`src/hw/rtl/tsw_pkg.sv`:
```
`timescale 1ns / 1ps

package tsw_pkg;

  // Default screen geometry.
  localparam int DEF_COLUMNS = 80;
  localparam int DEF_ROWS    = 25;

  // Fixed field widths.
  localparam int MODE_W = 3;
  localparam int CODE_W = 9;
  localparam int IDX_W  = 11;
  localparam int CUR_W  = 11;
  localparam int DATA_W = 16;

  // Operation codes carried in the mode field.
  localparam logic [MODE_W-1:0] MODE_PUT    = 3'd0;
  localparam logic [MODE_W-1:0] MODE_READ   = 3'd1;
  localparam logic [MODE_W-1:0] MODE_SETCUR = 3'd2;
  localparam logic [MODE_W-1:0] MODE_HILITE = 3'd3;
  localparam logic [MODE_W-1:0] MODE_NORMAL = 3'd4;

  // Special character codes.
  localparam logic [CODE_W-1:0] CODE_NEWLINE   = 9'd10;
  localparam logic [CODE_W-1:0] CODE_BACKSPACE = 9'h100;

  // Cell attributes and fixed cell values.
  localparam logic [7:0]        ATTR_NORMAL = 8'h07;
  localparam logic [7:0]        ATTR_HILITE = 8'h70;
  localparam logic [DATA_W-1:0] BLANK_CELL  = 16'h0720;

  typedef struct packed {
    logic [MODE_W-1:0] mode;
    logic [CODE_W-1:0] char_code;
    logic [IDX_W-1:0]  cell_index;
    logic [IDX_W-1:0]  range_end;
  } tsw_in_t;

  typedef struct packed {
    logic [CUR_W-1:0]  cursor_pos;
    logic [DATA_W-1:0] cell_data;
    logic              pos_error;
  } tsw_out_t;

  // Kinds of cell sweeps over the screen store.
  typedef enum logic [1:0] {
    SW_CLEAR,
    SW_SCROLL,
    SW_ZERO,
    SW_RANGE
  } tsw_sweep_t;

  typedef enum logic [3:0] {
    ST_INIT,
    ST_IDLE,
    ST_DIV,
    ST_PUT_WR,
    ST_PUT_CHK,
    ST_SWEEP,
    ST_READ,
    ST_READ_CAP,
    ST_BLANK,
    ST_FINISH
  } tsw_state_t;

  // Commands from the controller to the datapath.
  typedef struct packed {
    logic       load;
    logic       div_step;
    logic       nl_pos;
    logic       put_write;
    logic       set_err;
    logic       sweep_init;
    tsw_sweep_t sweep_kind;
    logic       sweep_run;
    logic       read_cell;
    logic       read_cap;
    logic       blank_write;
    logic       out_load;
  } tsw_cmd_t;

  // Status from the datapath to the controller.
  typedef struct packed {
    logic [MODE_W-1:0] in_mode;
    logic              is_nl;
    logic              is_bs;
    logic              idx_ok;
    logic              rng_ok;
    logic              rem_lt_c;
    logic              pos_over;
    logic              need_scroll;
    logic              sweep_done;
    tsw_sweep_t        sweep_kind;
    logic              out_free;
  } tsw_stat_t;

endpackage

```
`src/hw/rtl/tsw_ctrl.sv`:
```
`timescale 1ns / 1ps

module tsw_ctrl (
  input  logic               clk,
  input  logic               rst_n,
  input  logic               in_valid,
  output logic               in_stall,
  input  tsw_pkg::tsw_stat_t stat,
  output tsw_pkg::tsw_cmd_t  cmd
);

  import tsw_pkg::*;

  tsw_state_t state_r;
  tsw_state_t state_nxt;

  // State register; reset starts the clearing pass.
  always_ff @(posedge clk) begin
    if (!rst_n) begin
      state_r <= ST_INIT;
    end else begin
      state_r <= state_nxt;
    end
  end

  // Next state and datapath commands.
  always_comb begin
    state_nxt      = state_r;
    cmd            = '0;
    cmd.sweep_kind = SW_CLEAR;
    in_stall       = 1'b1;

    case (state_r)
      ST_INIT: begin
        cmd.sweep_init = 1'b1;
        cmd.sweep_kind = SW_CLEAR;
        state_nxt      = ST_SWEEP;
      end

      ST_IDLE: begin
        in_stall = 1'b0;
        if (in_valid) begin
          cmd.load = 1'b1;
          case (stat.in_mode)
            MODE_PUT: begin
              if (stat.is_nl) begin
                state_nxt = ST_DIV;
              end else if (stat.is_bs) begin
                state_nxt = ST_PUT_CHK;
              end else begin
                state_nxt = ST_PUT_WR;
              end
            end
            MODE_READ: begin
              state_nxt = stat.idx_ok ? ST_READ : ST_FINISH;
            end
            MODE_HILITE, MODE_NORMAL: begin
              if (stat.rng_ok) begin
                cmd.sweep_init = 1'b1;
                cmd.sweep_kind = SW_RANGE;
                state_nxt      = ST_SWEEP;
              end else begin
                state_nxt = ST_FINISH;
              end
            end
            default: begin
              state_nxt = ST_FINISH;
            end
          endcase
        end
      end

      // Column of the cursor by repeated subtraction, for newline.
      ST_DIV: begin
        if (stat.rem_lt_c) begin
          cmd.nl_pos = 1'b1;
          state_nxt  = ST_PUT_CHK;
        end else begin
          cmd.div_step = 1'b1;
        end
      end

      ST_PUT_WR: begin
        cmd.put_write = 1'b1;
        state_nxt     = ST_PUT_CHK;
      end

      ST_PUT_CHK: begin
        if (stat.pos_over) begin
          cmd.set_err = 1'b1;
          state_nxt   = ST_FINISH;
        end else if (stat.need_scroll) begin
          cmd.sweep_init = 1'b1;
          cmd.sweep_kind = SW_SCROLL;
          state_nxt      = ST_SWEEP;
        end else begin
          state_nxt = ST_BLANK;
        end
      end

      // One cell per cycle; the follow-up depends on the sweep kind.
      ST_SWEEP: begin
        if (stat.sweep_done) begin
          case (stat.sweep_kind)
            SW_CLEAR: begin
              state_nxt = ST_IDLE;
            end
            SW_SCROLL: begin
              cmd.sweep_init = 1'b1;
              cmd.sweep_kind = SW_ZERO;
            end
            SW_ZERO: begin
              state_nxt = ST_BLANK;
            end
            default: begin
              state_nxt = ST_FINISH;
            end
          endcase
        end else begin
          cmd.sweep_run = 1'b1;
        end
      end

      ST_READ: begin
        cmd.read_cell = 1'b1;
        state_nxt     = ST_READ_CAP;
      end

      ST_READ_CAP: begin
        cmd.read_cap = 1'b1;
        state_nxt    = ST_FINISH;
      end

      ST_BLANK: begin
        cmd.blank_write = 1'b1;
        state_nxt       = ST_FINISH;
      end

      // Wait for the output register to be free, then post the result item.
      ST_FINISH: begin
        if (stat.out_free) begin
          cmd.out_load = 1'b1;
          state_nxt    = ST_IDLE;
        end
      end

      default: begin
        state_nxt = ST_INIT;
      end
    endcase
  end

endmodule

```
`config.mk`:
```
export PLATFORM = sky130hd
export DESIGN_NAME = tsw_ctrl
export DESIGN_NICKNAME = d
export VERILOG_FILES = /design/src/hw/rtl/tsw_pkg.sv /design/src/hw/rtl/tsw_ctrl.sv
export SDC_FILE = /design/constraint.sdc
export NUM_CORES = 1
export LEC_CHECK = 0
export ABC_CLOCK_PERIOD_IN_PS = 2180
export BUFFER_PORTS_ARGS = -buffer_cell sky130_fd_sc_hd__clkbuf_2
export CORE_UTILIZATION = 35
export CTS_CLUSTER_DIAMETER = 150
export DETAILED_ROUTE_END_ITERATION = 10
export PLACE_DENSITY = 0.77
export SLEW_MARGIN = 10
export SYNTH_ARGS = -nofsm -noshare
export SYNTH_HDL_FRONTEND = slang
export SYNTH_SLANG_ARGS = --single-unit
```
`constraint.sdc`:
```
create_clock -name clk -period 2.18 [get_ports clk]
set_clock_uncertainty 0.05 [all_clocks]
set_input_delay 0.218 -clock clk [delete_from_list [all_inputs] [get_ports clk]]
set_output_delay 0.218 -clock clk [all_outputs]
set_load 0.005 [all_outputs]
```
# Word level (Yosys, flattened, before mapping)

Cells that the tools add are included.
W data, S select, Z words.

Register bits after elaboration: 4
Bits in latches: 0
Bits in writable memories: 0
Memory bits (read-only): 0
Bits of input ports: 17
Output and inout bits: 14
Word-level logic and storage cells: 63
Memories kept: 0

Add/subtract/negate cells: 0
Multiply operators: 0
Divide/modulo/power cells: 0
Magnitude comparators: 0
Equal/unequal tests: 19
Shift-type cells: 0
Muxes and demuxes: 37
Bitwise logic cells: 0
Reductions and logical operators: 6

Operators by type and width:

| cell                 | count |
|---|---|
| $pmux W4 S9          | 1 |
| $mux W4              | 8 |
| $mux W3              | 9 |
| $pmux W4 S3          | 2 |
| $eq A4 B3 Y1 const B | 4 |
| $mux W1              | 15 |
| $pmux W3 S4          | 1 |
| $ne A2 B2 Y1 const B | 5 |
| $eq A4 B2 Y1 const B | 2 |
| $eq A4 B4 Y1 const B | 2 |
| $reduce_and A5 Y1    | 1 |
| $eq A4 B1 Y1 const B | 1 |
| $logic_not A4 Y1     | 1 |
| $reduce_or A2 Y1     | 2 |
| $eq A3 B1 Y1 const B | 1 |
| $eq A3 B2 Y1 const B | 1 |
| $eq A3 B3 Y1 const B | 1 |
| $logic_not A3 Y1     | 1 |
| $eq A2 B1 Y1 const B | 1 |
| $eq A2 B2 Y1 const B | 1 |
| $logic_not A2 Y1     | 1 |
| $mux W2              | 1 |

# Depth between registers and ports, before layout

Gate-level depths: netlist of run 1.

Word-level depth: 5
Gate-level depth with buffers: 7
Mapped depth without buffers: 6

# Least setup slack after synthesis of run 1

OpenSTA, ideal clock, no wires.

Path kind: reg-to-reg
Start: register state_r[3]
End: register state_r[1]
Library setup time: 0.084 ns
Arrival time: 1.394 ns
Required time: 2.046 ns
Path slack: 0.652 ns
Stages on the path, launching flop included: 6
Path buffers: 0
Clock period less this slack: 1.528 ns
Cell sequence: dfxtp_1 > nand2b_2 > nor4_1 > a21o_1 > or3b_4 > o31ai_2

Cells in the longest elaborated chain, start to end: 3
Elaborated cells between the ends (all ways): 18
Those cells by class: eq/ne (14); mux (1); reduce/logical (3)

Ends and longest elaborated chain:

| what                                                       | line           | text |
|---|---|---|
| start: declaration                                         | tsw_ctrl.sv:14 | `tsw_state_t state_r;` |
| start signal: assignment                                   | tsw_ctrl.sv:22 | `state_r <= state_nxt;` |
| $eq A4 B4 Y1, or another cell as far along                 | tsw_ctrl.sv:33 | `case (state_r)` |
| $reduce_or A2 Y1 (no line) or $ne A2 B2 Y1 (tied branches) | --             |  |
| $pmux W4 S9 or $reduce_and A5 Y1 (tied branches)           | --             |  |

Several ways; a longest one is shown, not always the timed one.
A chain may end at the register's enable or synchronous reset.

==> metrics.md, run 1 <==
| Metric | Value |
|---|---|
| Wire per inst | approximately 12 um |
| Synth Area in Simple Gates | 51.1% |
| Die area | approximately 1800 sq um |
| Final period util | 89.8% |
| Critical path's top delay family | flip-flops |
| Multiplexer share of the synthesized area | between 1.5 and 2% |
| Final hold vios | 0 |
| CTS tree | yes |
| Num CTS Buffers | 3 |
| GP Congestion | 0.889 |
| Count of pins over their slew limit | 0 |
| Switching Fraction | 47.8% |
| Cell area after layout | 758 sq um |
| Main combinational cell family by area after synthesis | simple AND/OR/NAND/NOR gates |
| Drt pass-1 iters | 4 |
| Outcome | finished clean |
| First-pass GRT wire length | between 2000 and 3000 um |
| HP Class | in2reg |
| Io pins | 31 |
| Internal power | 0.365 mW |
| CTS clk-pin slew, worst paths | 0.04 ns |
| Dpl hpwl | 1330 um |
| Hold depth | 3 |
| Distinct cells, synth | 34 |
| Number of setup violations in the final report | 0 |
| Tmin final | between 1.5 and 2 ns |
| CP max FO | 16 |
| Post-Syn Nets | 106 |
| Max reg flops | 4 |
| Reg2Reg Launch Point | state_r[1] |
| Mapped Area | 576 sq um |
| EDFF count, synth | 0 |
| Syn avg cell area | between 6 and 7 sq um |
| Clock power frac | 13.6% |
| MaxCap Viol Count | 0 |
| Total Wirelength | roughly 1600 um |
| Sequential area share after synthesis | approximately 14% |
| Synth warnings | 0 |
| Top Registers | state_r: 4 flops |
| Worst path cell trace | nor2b_1, and3_1, nand3_1, nand2_1, a21o_1, clkbuf_2 |
| RSZ-0062 raised after global routing | false |
| Antenna violations before repair | 0 |
| CTS H-Tree Depth | 1 |
| Worst reg2reg path endpoint | state_r[1] |
| Syn Inst Count | between 80 and 90 |
| Adder-cell share of the synthesized area | 0% |
| Fmax | about 510 MHz |
| Row count | 14 |
| Count of state elements after synthesis | 4 |
| Syn-to-layout area delta | 31.7% |
| Worst slew margin | between 60 and 70% |
| Pwr Density | 921 nW/um^2 |
| Largest net degree at the start of global routing | 19 |
| Crit path buf inv count | 1 |
| Grt ovf | 0 |
| Clock root buffer | clkbuf_4 |
| Crit. End Element | primary output |
| GRT Util Overall | 18.3% |
| Nets | between 100 and 150 |
| CP startpoint kind | flop |
| Core ar. | 1520 sq um |
| Most flops, register | state_r |
| M2 GR Usage | 32.6% |
| DRC viols | 0 |
| Critical Path RT | between 1.5 and 2 ns |
| Compound-cell area share of the yosys netlist | 27.8% |
| Number of diodes | 0 |
| DR vias/cell | 5.69 |
| WS Path Type | reg2out |
| Hold Crit Start | rst_n |
| Total power | 0.698 mW |
| Gr busiest metal | met2 |
| Seq pwr share | between 20 and 30% |
| Die Y | ~43 um |
| Vias in the first global route | between 600 and 700 |
| Initial detailed-routing violation count | 11 |
| Setup TNS | 0 ns |
| Clock sinks | 4 |
| Cell leakage power | 0.365 nW |
| Crit-path max cell delay | 0.61 ns |
| Antenna Violating Nets Remaining | 0 |
| Maximum vdd drop | 0.504 mV |
| Proportion of layout cells with a drive suffix above 1 | 33.1% |
| Most used DFF post-synth | dfxtp_1 |
| Flop-to-flop setup slack | 0.28 ns |
| Starting Density | 37.8% |
| Number of I/O port buffers | 30 |
| Met1 track demand over resource | 24.9% |
| Slowest cell on crit path | dfxtp_1 |
| P_sw | 0.334 mW |
| Via count | 763 |
| FF-to-FF path depth | 5 |
| GR Util met3 | 0.862% |
| Tightest Pin Transition | 0.484 ns |
| Hold endpoint | state_r[1] |
| WP data arrival | about 1.7 ns |
| CTS max path bufs | 2 |
| Die Wd | roughly 43 um |
| Synth Area in XOR/XNOR | 0% |
| Fraction of registers with async set/reset | 0% |
| Clk Latency, worst-skew pair | approximately 0.23 ns |
| Hold buffers post-CTS | 0 |
| Area of placed instances | 733 sq um |
| Comb power frac | 58.6% |
power groups by stage:
| stage | logic (mW) | registers (mW) | clock network (mW) |
|---|---|---|---|
| floorplan | 0.333 | 0.124 | 0 |
| global placement | 0.398 | 0.185 | 0 |
| detailed placement | 0.407 | 0.186 | 0 |
| CTS | 0.408 | 0.185 | 0.0962 |
| global route | 0.452 | 0.202 | 0.102 |
| finish | 0.410 | 0.194 | 0.0951 |
Yosys cell counts (all sizes together) (2+ instances only):
cell,count,share of area (%)
nor3,8,7.0
o211ai,2,2.6
inv,3,2.0
nand3,3,2.6
and3,4,4.3
nor2,10,6.5
nand2,8,5.2
nor4,2,2.2
o21ai,7,6.1
nor2b,3,3.3
a21oi,3,2.6
a21o,3,3.9
clkbuf,3,2.0
buf,2,1.5
dfxtp,4,14
nor4b,2,3.0
nand2b,6,7.0
nor3b,2,2.6
cell usage in the layout (no fill, tap or decap), types with 2 or more instances in the layout:
cell type | netlist | final
nand2b_1 | 5 | 5
inv_1 | 3 | 3
o211ai_1 | 2 | 2
nor4_1 | 2 | 2
dfxtp_1 | 4 | 2
nor3_1 | 8 | 8
nor2b_1 | 3 | 3
clkbuf_2 | 0 | 30
nor2_1 | 10 | 10
nand3_1 | 3 | 3
a21o_1 | 3 | 3
nor3b_1 | 2 | 2
dfxtp_2 | 0 | 2
a21oi_1 | 3 | 3
nand2_1 | 8 | 8
nor4b_1 | 2 | 2
and3_1 | 4 | 4
o21ai_0 | 7 | 7
clkbuf_4 | 0 | 3
metrics by stage:
stage	hold slack, ns	utilization (%)	worst slack [ns]	instances
3_5_place_dp	0.453	48.1	0.295	131
2_1_floorplan	0.286	-	0.652	89
6_report	0.214	49.8	0.222	134
4_1_cts	0.215	49.6	0.0508	134
5_1_grt	0.253	49.8	0.0690	134
3_3_place_gp	0.455	48.1	0.312	131
tightest hold or removal path: cells and delay by family:
kind	cells	cell delay, ns
buf+inv	1	0.13
compound gates	1	0.05
simple gates	1	0.07
worst max path at each step:
stage,from,to,slack (ns),depth (start not counted)
after global placement,state_r[2],cmd[7],0.31,6
after detailed placement,state_r[1],state_r[1],0.29,5
after floorplan,state_r[3],state_r[1],0.65,5
after CTS,state_r[2],cmd[7],0.05,6
final,state_r[1],cmd[7],0.22,6
after global routing,state_r[1],cmd[7],0.07,6
logic make-up (layout without fill, tap and decap cells):
kind of cell,count (synthesis),after routing
mux,1,1
compound gates,23,23
buf+inv,8,37
flops,4,4
simple gates,53,53
area by class of cell:
cell class,instances,area (sq um)
clock buffers,3,22.5
fillers,161,766
inverters,3,11.3
multi-input cells,77,464
flip-flops and latches,4,82.6
well taps,16,20.0
repair buffers,31,158
per-layer routing:
layer  vias up  routed length [um]
met4         0                   0
li1        393                   -
met1       339                 761
met5         -                   0
met2        31                 775
met3         0                 104
timing repair:
item,CTS,global route
buffers inserted,0,0
resized for setup,0,2
setup endpoints to repair,0,2
(Power assumes the default switching activity.)
==> inputs of run 2 (changes only) <==
ABC_AREA = 1   (was unset)
PLACE_DENSITY = 0.76   (was 0.77)
SLEW_MARGIN = unset   (was 10)
==> run 2 against run 1 <==
The run now ends with DRC left. Total power grew 3.0%. First-iteration DRC count rose by 91%. Highest routed layer is now met4. Critical path type unchanged. Largest cell class unchanged. Core utilization is 1.5 points higher. Wire length decreased by 10%. Synthesized cell count rose by 37%.
==> metrics.md, run 2 <==
| Metric | Value |
|---|---|
| Outcome | complete, but fails checks |
| Count of pins over their slew limit | 0 (unchanged) |
| HP Class | in2reg |
| Max reg flops | 4 (unchanged) |
| Crit. End Element | primary output |
| Worst slew margin | 83.4% (+16 points) |
| Cell with the most instances after synthesis | nand2_1 |
| DR vias/cell | 4.70 (-18%) |
| Flop-to-flop setup slack | 0.78 ns (+0.50 ns) |
| First-pass GRT wire length | 2440 um (-10%) |
| Vias in the first global route | 630 (-5.3%) |
| Cell leakage power | 0.517 nW (+41%) |
| Hold endpoint | state_r[2] |
| Adder-cell share of the synthesized area | 0% (unchanged) |
| Post-Syn Nets | 139 (+31%) |
| Clock power frac | 12.5% (-1.1 points) |
| Tmin final | 1.76 ns (-0.202 ns) |
| Worst reg2reg path endpoint | state_r[0] |
| Syn avg cell area | 4.96 sq um (-23%) |
| Compound-cell area share of the yosys netlist | 7.02% (-21 points) |
| Clock sinks | 4 (unchanged) |
| Wire per inst | 8.60 um (-30%) |
| Failing checks | DRC |
| Die Y | 43.6 um (+2.5%) |
| Share of the synthesized area in the top cell type | 22.3% (+8.4 points) |
| Multi-input gate area | 428 sq um (-7.8%) |
| FF-to-FF path depth | 9 (+4) |
| Cts repair resizes | 0 (unchanged) |
| Number of diodes | 0 (unchanged) |
| Most area-hungry cell type in the Yosys netlist | nand2_1 |
| CTS H-Tree Depth | 1 (unchanged) |
| Reg2Reg Launch Point | state_r[3] |
| Final period util | 80.5% (-9.3 points) |
| Most frequent cells after synthesis | nand2_1 (36), inv_1 (24), nor2_1 (20) |
| GRT Util Overall | 16.4% (-1.9 points) |
| Multiplexer share of the synthesized area | 0% (-1.7 points) |
| Clk Latency, worst-skew pair | 0.23 ns (about the same) |
| Antenna violations before repair | 0 (unchanged) |
| Most common cell after layout, fill and taps aside | nand2_1 |
| CP startpoint kind | flop |
| Synth warnings | 0 (unchanged) |
| Most frequent cells in the layout | nand2_1 (36), clkbuf_2 (30), inv_1 (24) |
| Dpl hpwl | 1290 um (-2.6%) |
| CTS clk-pin slew, worst paths | 0.04 ns (about the same) |
| Syn-to-layout area delta | 31.8% (about the same) |
| Hold Crit Start | rst_n |
| CTS tree | yes |
| Total Wirelength | 1470 um (-10%) |
| Synth Area in XOR/XNOR | 0% (unchanged) |
| Largest cells by area after synthesis | nand2_1 (22%), inv_1 (15%), dfxtp_1 (13%) |
| Main combinational cell family by area after synthesis | simple AND/OR/NAND/NOR gates |
| Mapped Area | 606 sq um (+5.2%) |
| Pwr Density | 902 nW/um^2 (-2.1%) |
| Hold buffers post-CTS | 0 (unchanged) |
| WS Path Type | reg2out |
| Comb power frac | 68.9% (+10 points) |
| Num CTS Buffers | 3 (unchanged) |
| CP max FO | 6 (-10) |
| Tightest Pin Transition | 0.249 ns (-0.235 ns) |
| Antenna Violating Nets Remaining | 0 (unchanged) |
| Number of setup violations in the final report | 0 (unchanged) |
| Final hold vios | 0 (unchanged) |
| Internal power | 0.353 mW (-3.2%) |
| Count of state elements after synthesis | 4 (unchanged) |
| Postcts setup bufs | 0 (unchanged) |
| Sequential area share after synthesis | 13.2% (-0.69 points) |
| Io pins | 31 (unchanged) |
| Die area | 1900 sq um (+5.0%) |
| Post-layout util | 51.2% (+1.5 points) |
| Grt ovf | 0 (unchanged) |
| Seq pwr share | 18.6% (-9.1 points) |
| Row count | 14 (unchanged) |
| EDFF count, synth | 0 (unchanged) |
| Fraction of registers with async set/reset | 0% (unchanged) |
| RSZ-0062 raised after global routing | false |
| Most used DFF post-synth | dfxtp_1 |
| Initial detailed-routing violation count | 21 (+10) |
| Setup TNS | 0 ns (unchanged) |
| Syn Inst Count | 122 (+37%) |
| Switching Fraction | 51.0% (+3.2 points) |
| Synth Area in Simple Gates | 63.6% (+13 points) |
| Most flops, register | state_r |
| Largest net degree at the start of global routing | 8 (-11) |
| Maximum vdd drop | 0.411 mV (-19%) |
| Top Registers | state_r: 4 flops |
| Distinct cells, synth | 18 (-47%) |
| Via count | 803 (+5.2%) |
| P_sw | 0.367 mW (+9.9%) |
| Layout fillers | 168 (+4.3%) |
| Critical Path RT | 1.91 ns (about the same) |
| Clock root buffer | clkbuf_4 |
| Die Wd | 43.6 um (+2.5%) |
| Hold depth | 3 (unchanged) |
| Starting Density | 38.8% (+1.1 points) |
| WP data arrival | 1.49 ns (-0.20 ns) |
| GP Congestion | 0.864 (-2.9%) |
| Drt pass-1 iters | 7 (+3) |
| Nets | 174 (+27%) |
| MaxCap Viol Count | 0 (unchanged) |
| DRC viols | 2 (+2) |
| Proportion of layout cells with a drive suffix above 1 | 28.4% (-4.7 points) |
| Register Area | 80.1 sq um (-3.0%) |
| Fmax | 570 MHz (+12%) |
| Number of I/O port buffers | 30 (unchanged) |
| CTS max path bufs | 2 (unchanged) |
| Core ar. | 1560 sq um (+2.3%) |
run 2: cell count changes in the layout (fill, tap and decap cells not counted), moves of 4 or more:
| cell | previous run | this run |
|---|---|---|
| inv_1 | 3 | 24 |
| nand3_1 | 3 | 13 |
| and3_1 | 4 | 0 |
| o21ai_0 | 7 | 3 |
| nand2_1 | 8 | 36 |
| nand2b_1 | 5 | 0 |
| nor2_1 | 10 | 20 |
| nor3_1 | 8 | 2 |
run 2: final cells by class:
type                            instances  share of cell area (%)
Multi-Input combinational cell         92                    53.6
Timing Repair Buffer                   30                    18.8
Inverter                               26                    12.2
Sequential cell                         4                    10.0
Clock buffer                            3                    2.82
Tap cell                               16                    2.51
run 2: worst max path at each step:
stage                from  endpoint  slack [ns]
2_1_floorplan  state_r[1]    cmd[7]        0.82
3_3_place_gp   state_r[1]    cmd[7]        0.69
3_5_place_dp   state_r[0]    cmd[7]        0.65
4_1_cts        state_r[0]    cmd[7]        0.40
5_1_grt        state_r[0]    cmd[7]        0.26
6_report       state_r[2]    cmd[7]        0.42
run 2: power groups by stage:
stage	logic (mW)	registers, mW	clock network (mW)
after detailed placement	0.497	0.134	0
after CTS	0.499	0.133	0.0953
final	0.496	0.134	0.0899
after global routing	0.565	0.137	0.101
after global placement	0.491	0.133	0
after floorplan	0.370	0.128	0
run 2: logic make-up (layout without fill, tap and decap cells):
logic type | after synthesis | after routing
simple gates | 84 | 84
buf+inv | 26 | 59
compound gates | 8 | 8
flops | 4 | 4
run 2: metrics by stage:
stage / power (mW) / hold WS, ns / setup WS, ns / area [sq um] / instances
global placement: 0.623 / 0.429 / 0.689 / 776 / 168
global route: 0.804 / 0.224 / 0.256 / 798 / 171
CTS: 0.727 / 0.209 / 0.398 / 798 / 171
floorplan: 0.497 / 0.339 / 0.824 / 606 / 122
finish: 0.720 / 0.212 / 0.425 / 798 / 171
detailed placement: 0.631 / 0.438 / 0.651 / 776 / 168
run 2: metal layers:
metal	part of all wire [%]	global-route usage (%)	up-vias	wire length, um
met5	0	0	-	0
met4	0.95	6.88	0	14
met3	4.7	1.25	2	69
met2	46	26.6	23	674
met1	48	22.2	336	713
li1	-	-	442	-
run 2: worst max-delay path: stages (launching register included):
cell	delay, ns
dfxtp_1	0.32
inv_1	0.17
nand2_4	0.10
nor2_4	0.15
inv_1	0.07
nor2_1	0.12
nand3_1	0.13
nand4_1	0.10
clkbuf_2	0.11
